===== src/design/mtfkc_pkg.sv =====
// Shared types and constants of the move-to-front key cache.
`default_nettype none

package mtfkc_pkg;

    localparam int KEY_W     = 32;
    localparam int VALUE_W   = 64;
    localparam int STATUS_W  = 3;
    localparam int CAP_W     = 5;
    localparam logic [CAP_W-1:0] CAP_RESET = 5'd16;

    localparam logic CMD_PUT = 1'b0;
    localparam logic CMD_GET = 1'b1;

    typedef enum logic [STATUS_W-1:0] {
        STATUS_INSERTED = 3'd0,
        STATUS_PRESENT  = 3'd1,
        STATUS_FULL     = 3'd2,
        STATUS_HIT      = 3'd3,
        STATUS_MISS     = 3'd4
    } status_t;

    typedef enum logic [2:0] {
        ST_IDLE,
        ST_SCAN,
        ST_DECIDE,
        ST_SHIFT,
        ST_FRONT,
        ST_DONE
    } state_t;

endpackage

`default_nettype wire


===== src/design/mtfkc_if.sv =====
// Handshake channels of the move-to-front key cache: request, response, configuration.
`default_nettype none

interface mtfkc_req_if;
    logic                          valid;
    logic                          ready;
    logic                          command;
    logic [mtfkc_pkg::KEY_W-1:0]   key;
    logic [mtfkc_pkg::VALUE_W-1:0] put_value;

    modport source (output valid, command, key, put_value, input ready);
    modport sink   (input valid, command, key, put_value, output ready);
endinterface

interface mtfkc_rsp_if;
    logic                           valid;
    logic                           ready;
    logic [mtfkc_pkg::STATUS_W-1:0] status;
    logic [mtfkc_pkg::VALUE_W-1:0]  read_value;

    modport source (output valid, status, read_value, input ready);
    modport sink   (input valid, status, read_value, output ready);
endinterface

interface mtfkc_cfg_if;
    logic                        valid;
    logic                        ready;
    logic [mtfkc_pkg::CAP_W-1:0] capacity_in_use;

    modport source (output valid, capacity_in_use, input ready);
    modport sink   (input valid, capacity_in_use, output ready);
endinterface

`default_nettype wire


===== src/design/move_to_front_key_cache_top.sv =====
// Top level of the move-to-front key cache.
`default_nettype none

// A small key/value cache held as an ordered list in two RAMs (keys and
// values) with one write port and one registered read port each. A put
// searches the filled entries; a key already held answers "present",
// otherwise the item is appended at the tail or refused when the fill has
// reached capacity_in_use (saturated to MAX_ENTRIES). A get searches from
// the front; on a hit the value is returned and the entry moves to the
// front, the entries ahead of it sliding back one place. One item is in
// work at a time and req.ready is low until it is finished. An item passes
// through an accept step, a scan of the entries compared (at most the fill),
// a decide step on a miss, shift steps for the entries ahead and a front write
// on a get hit at position p > 0, and a result step. The single RAM read
// port serves one entry per cycle for both the scan and the shift. A finished
// result sits in an output register, so the next item is taken while it
// waits for rsp.ready. Configuration is always ready; the capacity register
// resets to 16.
module move_to_front_key_cache_top #(
    parameter int MAX_ENTRIES = 16,
    parameter int KEY_BITS    = 32
) (
    input  wire         clk,
    input  wire         rst_n,
    mtfkc_req_if.sink   req,
    mtfkc_rsp_if.source rsp,
    mtfkc_cfg_if.sink   cfg
);

    // index, fill-count and compare widths
    localparam int IW = (MAX_ENTRIES > 1) ? $clog2(MAX_ENTRIES) : 1;
    localparam int CW = $clog2(MAX_ENTRIES + 1);
    localparam int KW = (KEY_BITS < mtfkc_pkg::KEY_W) ? KEY_BITS : mtfkc_pkg::KEY_W;
    localparam int MW = (CW > mtfkc_pkg::CAP_W) ? CW : mtfkc_pkg::CAP_W;

    localparam int VW = mtfkc_pkg::VALUE_W;

    // list storage, front at address 0
    logic [KW-1:0] key_mem [MAX_ENTRIES];
    logic [VW-1:0] val_mem [MAX_ENTRIES];

    mtfkc_pkg::state_t  state_reg, state_next;
    logic               cmd_reg;
    logic [KW-1:0]      key_reg;
    logic [VW-1:0]      val_reg;
    logic [IW-1:0]      idx_reg, idx_next;
    logic [CW-1:0]      fill_reg, fill_next;
    logic [mtfkc_pkg::CAP_W-1:0] cap_reg;

    mtfkc_pkg::status_t pend_status_reg, pend_status_next;
    logic [VW-1:0]      pend_value_reg, pend_value_next;

    logic               out_valid_reg, out_valid_next;
    mtfkc_pkg::status_t out_status_reg, out_status_next;
    logic [VW-1:0]      out_value_reg, out_value_next;

    // RAM ports
    logic [IW-1:0]      rd_addr;
    logic [KW-1:0]      rd_key_reg;
    logic [VW-1:0]      rd_val_reg;
    logic               wr_en;
    logic [IW-1:0]      wr_addr;
    logic [KW-1:0]      wr_key;
    logic [VW-1:0]      wr_val;

    logic               req_ready;
    logic               req_take;
    logic               key_hit;
    logic               scan_last;
    logic               list_full;

    assign req_take  = req.valid && req_ready;
    assign key_hit   = (rd_key_reg == key_reg);
    // current scan index is the last filled entry
    assign scan_last = ((CW'(idx_reg) + CW'(1)) == fill_reg);
    // capacity check; a register value above the store saturates
    assign list_full = (MW'(fill_reg) >= MW'(cap_reg)) ||
                       (fill_reg >= CW'(MAX_ENTRIES));

    assign req.ready      = req_ready;
    assign rsp.valid      = out_valid_reg;
    assign rsp.status     = out_status_reg;
    assign rsp.read_value = out_value_reg;
    assign cfg.ready      = 1'b1;

    // RAMs: one write and one registered read per cycle
    always_ff @(posedge clk)
    begin
        rd_key_reg <= key_mem[rd_addr];
        rd_val_reg <= val_mem[rd_addr];
        if (wr_en)
        begin
            key_mem[wr_addr] <= wr_key;
            val_mem[wr_addr] <= wr_val;
        end
    end

    // item payload, latched on accept
    always_ff @(posedge clk)
    begin
        if (req_take)
        begin
            cmd_reg <= req.command;
            key_reg <= req.key[KW-1:0];
            val_reg <= req.put_value;
        end
        idx_reg         <= idx_next;
        pend_status_reg <= pend_status_next;
        pend_value_reg  <= pend_value_next;
        out_status_reg  <= out_status_next;
        out_value_reg   <= out_value_next;
    end

    // control state
    always_ff @(posedge clk or negedge rst_n)
    begin
        if (!rst_n)
        begin
            state_reg     <= mtfkc_pkg::ST_IDLE;
            fill_reg      <= '0;
            cap_reg       <= mtfkc_pkg::CAP_RESET;
            out_valid_reg <= 1'b0;
        end
        else
        begin
            state_reg     <= state_next;
            fill_reg      <= fill_next;
            out_valid_reg <= out_valid_next;
            if (cfg.valid)
            begin
                cap_reg <= cfg.capacity_in_use;
            end
        end
    end

    // sequencer: scan, then either append, slide entries back, or just report
    always_comb
    begin
        state_next       = state_reg;
        idx_next         = idx_reg;
        fill_next        = fill_reg;
        pend_status_next = pend_status_reg;
        pend_value_next  = pend_value_reg;
        out_valid_next   = out_valid_reg && !rsp.ready;
        out_status_next  = out_status_reg;
        out_value_next   = out_value_reg;
        req_ready        = 1'b0;
        rd_addr          = idx_reg;
        wr_en            = 1'b0;
        wr_addr          = idx_reg;
        wr_key           = key_reg;
        wr_val           = val_reg;

        case (state_reg)
            mtfkc_pkg::ST_IDLE:
            begin
                req_ready = 1'b1;
                rd_addr   = '0;     // prime the scan with the front entry
                if (req.valid)
                begin
                    idx_next   = '0;
                    state_next = (fill_reg == '0) ? mtfkc_pkg::ST_DECIDE
                                                  : mtfkc_pkg::ST_SCAN;
                end
            end

            mtfkc_pkg::ST_SCAN:
            begin
                // read data belongs to idx_reg; fetch the next one meanwhile
                rd_addr = idx_reg + IW'(1);
                if (key_hit)
                begin
                    if (cmd_reg == mtfkc_pkg::CMD_PUT)
                    begin
                        pend_status_next = mtfkc_pkg::STATUS_PRESENT;
                        pend_value_next  = '0;
                        state_next       = mtfkc_pkg::ST_DONE;
                    end
                    else
                    begin
                        pend_status_next = mtfkc_pkg::STATUS_HIT;
                        pend_value_next  = rd_val_reg;
                        if (idx_reg == '0)
                        begin
                            state_next = mtfkc_pkg::ST_DONE;
                        end
                        else
                        begin
                            rd_addr    = idx_reg - IW'(1);
                            idx_next   = idx_reg - IW'(1);
                            state_next = mtfkc_pkg::ST_SHIFT;
                        end
                    end
                end
                else if (scan_last)
                begin
                    state_next = mtfkc_pkg::ST_DECIDE;
                end
                else
                begin
                    idx_next = idx_reg + IW'(1);
                end
            end

            mtfkc_pkg::ST_DECIDE:
            begin
                pend_value_next = '0;
                if (cmd_reg == mtfkc_pkg::CMD_GET)
                begin
                    pend_status_next = mtfkc_pkg::STATUS_MISS;
                end
                else if (list_full)
                begin
                    pend_status_next = mtfkc_pkg::STATUS_FULL;
                end
                else
                begin
                    wr_en            = 1'b1;
                    wr_addr          = IW'(fill_reg);
                    fill_next        = fill_reg + CW'(1);
                    pend_status_next = mtfkc_pkg::STATUS_INSERTED;
                end
                state_next = mtfkc_pkg::ST_DONE;
            end

            mtfkc_pkg::ST_SHIFT:
            begin
                // entry idx_reg moves back one place
                wr_en   = 1'b1;
                wr_addr = idx_reg + IW'(1);
                wr_key  = rd_key_reg;
                wr_val  = rd_val_reg;
                if (idx_reg == '0)
                begin
                    state_next = mtfkc_pkg::ST_FRONT;
                end
                else
                begin
                    rd_addr  = idx_reg - IW'(1);
                    idx_next = idx_reg - IW'(1);
                end
            end

            mtfkc_pkg::ST_FRONT:
            begin
                wr_en      = 1'b1;
                wr_addr    = '0;
                wr_key     = key_reg;
                wr_val     = pend_value_reg;
                state_next = mtfkc_pkg::ST_DONE;
            end

            mtfkc_pkg::ST_DONE:
            begin
                if (!out_valid_reg || rsp.ready)
                begin
                    out_valid_next  = 1'b1;
                    out_status_next = pend_status_reg;
                    out_value_next  = pend_value_reg;
                    state_next      = mtfkc_pkg::ST_IDLE;
                end
            end

            default:
            begin
                state_next = mtfkc_pkg::ST_IDLE;
            end
        endcase
    end

endmodule

`default_nettype wire


===== src/flat_wrapper.sv =====
// flat-port wrapper written by rule: the top's interface ports become plain ports
module move_to_front_key_cache_top_flat 
#(
    parameter int MAX_ENTRIES = 16,
    parameter int KEY_BITS    = 32
)
  (clk, rst_n, req_valid, req_command, req_key, req_put_value, req_ready, rsp_valid, rsp_status, rsp_read_value, rsp_ready, cfg_valid, cfg_capacity_in_use, cfg_ready);
  mtfkc_req_if req_i ();
  mtfkc_rsp_if rsp_i ();
  mtfkc_cfg_if cfg_i ();
  input  wire clk;
  input  wire rst_n;
  input wire logic [$bits(req_i.valid)-1:0] req_valid;
  input wire logic [$bits(req_i.command)-1:0] req_command;
  input wire logic [$bits(req_i.key)-1:0] req_key;
  input wire logic [$bits(req_i.put_value)-1:0] req_put_value;
  output wire logic [$bits(req_i.ready)-1:0] req_ready;
  output wire logic [$bits(rsp_i.valid)-1:0] rsp_valid;
  output wire logic [$bits(rsp_i.status)-1:0] rsp_status;
  output wire logic [$bits(rsp_i.read_value)-1:0] rsp_read_value;
  input wire logic [$bits(rsp_i.ready)-1:0] rsp_ready;
  input wire logic [$bits(cfg_i.valid)-1:0] cfg_valid;
  input wire logic [$bits(cfg_i.capacity_in_use)-1:0] cfg_capacity_in_use;
  output wire logic [$bits(cfg_i.ready)-1:0] cfg_ready;
  assign req_i.valid = req_valid;
  assign req_i.command = req_command;
  assign req_i.key = req_key;
  assign req_i.put_value = req_put_value;
  assign req_ready = req_i.ready;
  assign rsp_valid = rsp_i.valid;
  assign rsp_status = rsp_i.status;
  assign rsp_read_value = rsp_i.read_value;
  assign rsp_i.ready = rsp_ready;
  assign cfg_i.valid = cfg_valid;
  assign cfg_i.capacity_in_use = cfg_capacity_in_use;
  assign cfg_ready = cfg_i.ready;
  move_to_front_key_cache_top #(.MAX_ENTRIES(MAX_ENTRIES), .KEY_BITS(KEY_BITS)) u_core (.clk(clk), .rst_n(rst_n), .req(req_i), .rsp(rsp_i), .cfg(cfg_i));
endmodule

===== config.mk =====
export PLATFORM = sky130hd
export DESIGN_NAME = move_to_front_key_cache_top_flat
export DESIGN_NICKNAME = d
export VERILOG_FILES = /design/src/design/mtfkc_pkg.sv /design/src/design/mtfkc_if.sv /design/src/design/move_to_front_key_cache_top.sv /design/src/flat_wrapper.sv
export SDC_FILE = /design/constraint.sdc
export NUM_CORES = 2
export LEC_CHECK = 0
export BUFFER_PORTS_ARGS = -buffer_cell sky130_fd_sc_hd__clkbuf_2
export CAP_MARGIN = 40
export CELL_PAD_IN_SITES_DETAIL_PLACEMENT = 1
export CELL_PAD_IN_SITES_GLOBAL_PLACEMENT = 2
export CORE_MARGIN = 3
export CORE_UTILIZATION = 32
export DETAILED_ROUTE_END_ITERATION = 16
export PLACE_DENSITY = 0.6
export SLEW_MARGIN = 20
export SYNTH_ARGS = -nofsm -noshare
export SYNTH_HDL_FRONTEND = slang
export SYNTH_SLANG_ARGS = --single-unit

===== constraint.sdc =====
create_clock -name clk -period 10.45 [get_ports clk]
set_clock_uncertainty 0.1 [all_clocks]
set_input_delay 0 -clock clk [delete_from_list [all_inputs] [get_ports clk]]
set_output_delay 0 -clock clk [all_outputs]
set_load 0.1 [all_outputs]

==> flow_metrics.tcl <==
set metrics [dict create \
    run_status "finished, final reports clean" \
    synth_edf_count 1771 \
    post_cts.resized_instances 0 \
    cp_data_arrival_time_ps 5830 \
    synth_area_sq_um 70100 \
    drt_first_pass_iters 7 \
    core_sq_um 218000 \
    flip_flop_cell_with_the_highest_count_after_synthesis "sky130_fd_sc_hd__edfxtp_1" \
    cts_buffer_depth 3 \
    power.combinational.fraction_pct 35.6 \
    detailroute.via_count 35100 \
    timing.final.crit_period_ps 5250 \
    synth.ff_latch_count 1881 \
    post-synth-top-area-cell "sky130_fd_sc_hd__edfxtp_1" \
    timing_worst_slew_pin_value_ps 1060 \
    die_area_sq_um 225000 \
    cells_along_the_critical_path "xor2_1 -> nor4_1 -> nand4_1 -> or2_1 -> a311oi_4 -> buf_12 -> buf_12 -> mux4_2 -> a22oi_1 -> nand2_1" \
    p_int_w 0.0180 \
    cts_tree "done" \
    critical_r2r_capture "u_core.rd_key_reg[3]" \
    cts.reportedPaths.clkPinSlew_ps 60 \
    p_leak_nw 27.6 \
    final.period_utilization_pct 50.2 \
    avgSynthCellArea_sq_um 21.1 \
    die_h_um 474 \
    reg_top3 "u_core.val_mem x1024, u_core.key_mem x512" \
    cts.sink_count 1881 \
    max_cap_viol_count 0 \
    finalSetupViolCount 0 \
    sw_share_pct 34.3 \
    worst_path_most_repeated_cell "sky130_fd_sc_hd__buf_12" \
    cp-endpoint "u_core.rd_key_reg[3]" \
    weighted_congestion_reported_at_the_end_of_routability_driven_placement 0.695 \
    post_synth_main_area_contributors "sky130_fd_sc_hd__edfxtp_1 (76%), sky130_fd_sc_hd__mux4_2 (12%), sky130_fd_sc_hd__a22oi_1 (2.8%)" \
    ant_nets 0 \
    filler_cell_count 20900 \
    clock_insertion_delay_worst_skew_ps 830 \
    share_of_synthesized_area_spent_on_multiplexers_pct 12.4 \
    gr-total-overflow 0 \
    dp_hpwl_mm 90.1 \
    cts_setup_buffers 0 \
    stdcell_count 6853 \
    critical_path.endpoint_type "flop" \
    initialDrtViolationCount 3188 \
    registers.top_by_ff_count "u_core.val_mem" \
    initial_core_util_pct 32.2 \
    synth-adder-area-share_pct 0.161 \
    numCtsBuffers 201 \
    grt_setup_unrepaired "no" \
    placed_cell_area_sq_um 74800 \
    relSlewSlack_pct 29.3 \
    grt_start_max_net_pins 133 \
    cts_root_buf "sky130_fd_sc_hd__clkbuf_16" \
    standard_cell_with_the_maximum_stage_delay_on_the_critical_path "sky130_fd_sc_hd__buf_12" \
    num_rows 171 \
    synthesized_area_fraction_occupied_by_and_or_nand_nor_cells_pct 3.09 \
    post-place-cells 6252 \
    holdCritPathClass "in -> async" \
    largest_register_ff_count 1024 \
    setup.worst_path.start "u_core.key_reg[25]" \
    postSynth.asyncResetShare_pct 0.744 \
    cts-htree-levels 4 \
    grt_first_pass_wirelength_mm 274 \
    layout-area-overhead-vs-synth_pct 18.9 \
    post_route_drc 0 \
    drive_gt1_share_pct 23.6 \
    crit_path_max_fanout 132 \
    critical_path_start_end_classification "reg -> reg" \
    wl_mm 192 \
    vdd_ir_drop_max_v 0.000515 \
    synth_compound_area_share_pct 3.38 \
    synth.distinct_cells 56 \
    grt_pass1_vias 37200 \
    yosys_warnings 0 \
    part_of_the_power_in_the_clock_network_pct 25.0 \
    finalInstanceArea_sq_um 83400 \
    reg2reg_from "u_core.key_reg[25]" \
    share_seq_of_total_power_pct 39.4 \
    setup.reg_to_reg.worst_slack_ps 5200 \
    cts_hold_buffers 219 \
    fmaxAchievable_mhz 190 \
    detail_route.wl_per_cell_um 28.0 \
    fp.dieW_um 474 \
    num-nets-final 3938 \
    yosys.area_share.xor_xnor_pct 0.512 \
    crit_required_ps 11030 \
    slowest_delay_ps 750 \
    reg2regPathDepth 10 \
    dominant_combinational_cell_family_by_area_after_synthesis "multiplexers" \
    ioPinCount 177 \
    yosys.area.top_type_share_pct 75.8 \
    grt.total_usage_pct 16.9 \
    setup.worst_path.start_class "flop" \
    maxSlewViolCount 0 \
    power_density_nw_per_um2 329 \
    number_of_antenna_violations_at_the_first_check_in_global_routing 8 \
    post_syn_nets 3446 \
    route.detailed.vias_per_inst 5.12 \
    final_hold_violation_count 0 \
    p_switching_w 0.00943 \
    postSynthCellCount 3330 \
    timing.setup.tns_ps 0 \
    io_buffer_count 175 \
    yosysSeqAreaShare_pct 79.1 \
]
-- layout make-up --
class | instances | area, sq um | share of cell area (%)
inverter | 16 | 60.1 | 0.0720
clock inverter | 108 | 942 | 1.13
sequential | 1881 | 55500 | 66.5
multi-input combinational | 1256 | 13900 | 16.6
clock buffer | 271 | 5430 | 6.50
antenna | 1 | 2.50 | 0.00300
tap | 2854 | 3570 | 4.28
timing repair buffer | 466 | 4100 | 4.91
-- power by group through the flow --
stage	Sequential (W)	Clock (W)	Combinational (W)
final	0.0108	0.00687	0.00976
after global routing	0.0109	0.00737	0.0106
after CTS	0.0108	0.00706	0.0100
after detailed placement	0.0110	0	0.00991
after global placement	0.0109	0	0.00965
after floorplan	0.0111	0	0.00662
-- kinds of logic (layout without fill, tap and decap cells) --
kind of cell,count (synthesis),after routing
and+or+nand+nor,494,494
xor gates and xnor gates,41,41
other,1,2
AOI/OAI and AO/OA,321,321
DFF,1881,1881
adders and majority gates,9,9
buffers and inverters,193,861
muxes,390,390
-- worst max-delay path, delay by kind of cell, from the launching register on --
kind | cells | cell delay, ps
AO/OA/AOI/OAI | 2 | 610
XOR/XNOR | 1 | 200
buffers and inverters | 2 | 1430
flip-flops | 1 | 400
multiplexers | 1 | 410
AND/OR/NAND/NOR | 4 | 1830
-- per-stage QoR --
step                      setup WS (ps)  hold WS [ps]  util (%)  total power, W
final                              5200           118      38.3          0.0275
after CTS                          5130          46.1      38.3          0.0279
after detailed placement           5210          -132      34.4          0.0209
after floorplan                     790          -396         -          0.0177
after global placement             5190          -143      34.2          0.0206
after global routing               4830          93.4      38.3          0.0289
-- cell usage in the layout (no fill, tap or decap), types with 4 or more instances in the layout --
cell                               n
sky130_fd_sc_hd__clkbuf_16       203
sky130_fd_sc_hd__bufinv_16         9
sky130_fd_sc_hd__o21ai_0          16
sky130_fd_sc_hd__mux4_2          384
sky130_fd_sc_hd__nor3_2           17
sky130_fd_sc_hd__nor2_4            5
sky130_fd_sc_hd__inv_16            4
sky130_fd_sc_hd__nor4_1            8
sky130_fd_sc_hd__edfxtp_1       1771
sky130_fd_sc_hd__dfxtp_1          96
sky130_fd_sc_hd__dlygate4sd3_1   219
sky130_fd_sc_hd__nor2b_1           5
sky130_fd_sc_hd__a22oi_1         257
sky130_fd_sc_hd__dfrtp_1          13
sky130_fd_sc_hd__inv_6             4
sky130_fd_sc_hd__o31ai_1           4
sky130_fd_sc_hd__clkinv_2         33
sky130_fd_sc_hd__clkbuf_2        175
sky130_fd_sc_hd__xnor2_1           6
sky130_fd_sc_hd__clkbuf_1         59
sky130_fd_sc_hd__nor3_1            5
sky130_fd_sc_hd__nor2_1           18
sky130_fd_sc_hd__nand2b_1          6
sky130_fd_sc_hd__clkinv_1         48
sky130_fd_sc_hd__nand3_1           8
sky130_fd_sc_hd__buf_4            36
sky130_fd_sc_hd__clkinv_16         6
sky130_fd_sc_hd__nand2_1         338
sky130_fd_sc_hd__and3_1           67
sky130_fd_sc_hd__xor2_1           35
sky130_fd_sc_hd__a211oi_1          4
sky130_fd_sc_hd__inv_1            15
sky130_fd_sc_hd__a21o_1            6
sky130_fd_sc_hd__buf_12           26
sky130_fd_sc_hd__buf_16            8
sky130_fd_sc_hd__a21oi_1          11
sky130_fd_sc_hd__ha_1              9
sky130_fd_sc_hd__clkbuf_8          9
-- synth_stat cells (4+ instances only) --
cell / n
sky130_fd_sc_hd__a211oi_1: 4
sky130_fd_sc_hd__a21o_1: 6
sky130_fd_sc_hd__mux4_2: 384
sky130_fd_sc_hd__buf_2: 57
sky130_fd_sc_hd__clkbuf_1: 75
sky130_fd_sc_hd__a21oi_1: 11
sky130_fd_sc_hd__nor4_1: 8
sky130_fd_sc_hd__nor2b_1: 6
sky130_fd_sc_hd__ha_1: 9
sky130_fd_sc_hd__buf_4: 36
sky130_fd_sc_hd__and3_1: 67
sky130_fd_sc_hd__inv_1: 16
sky130_fd_sc_hd__xnor2_1: 6
sky130_fd_sc_hd__nor3_1: 22
sky130_fd_sc_hd__dfxtp_1: 96
sky130_fd_sc_hd__edfxtp_1: 1771
sky130_fd_sc_hd__nand3_1: 8
sky130_fd_sc_hd__nand2b_1: 6
sky130_fd_sc_hd__clkbuf_4: 5
sky130_fd_sc_hd__a22oi_1: 257
sky130_fd_sc_hd__o21ai_0: 17
sky130_fd_sc_hd__xor2_1: 35
sky130_fd_sc_hd__nand2_1: 339
sky130_fd_sc_hd__o31ai_1: 4
sky130_fd_sc_hd__dfrtp_1: 13
sky130_fd_sc_hd__nor2_1: 20
-- layer usage --
layer / vias up / share of wire, % / track usage, %
li1: 14700 / - / -
met1: 19100 / 45 / 23.7
met2: 972 / 48 / 27.6
met3: 270 / 5.1 / 2.56
met4: 0 / 2.2 / 4.42
met5: - / 0 / 0
-- worst min path at each step --
| stage | from | slack [ps] | endpoint |
|---|---|---|---|
| CTS | rsp_ready | 50 | u_core.rsp.valid |
| global route | rst_n | 90 | u_core.rsp.valid |
| detailed placement | rst_n | -130 | u_core.cap_reg[2] |
| global placement | rst_n | -140 | u_core.rsp.valid |
| floorplan | rst_n | -400 | u_core.cap_reg[0] |
| finish | rst_n | 120 | u_core.rsp.valid |
Power figures use the tool's default switching activity.
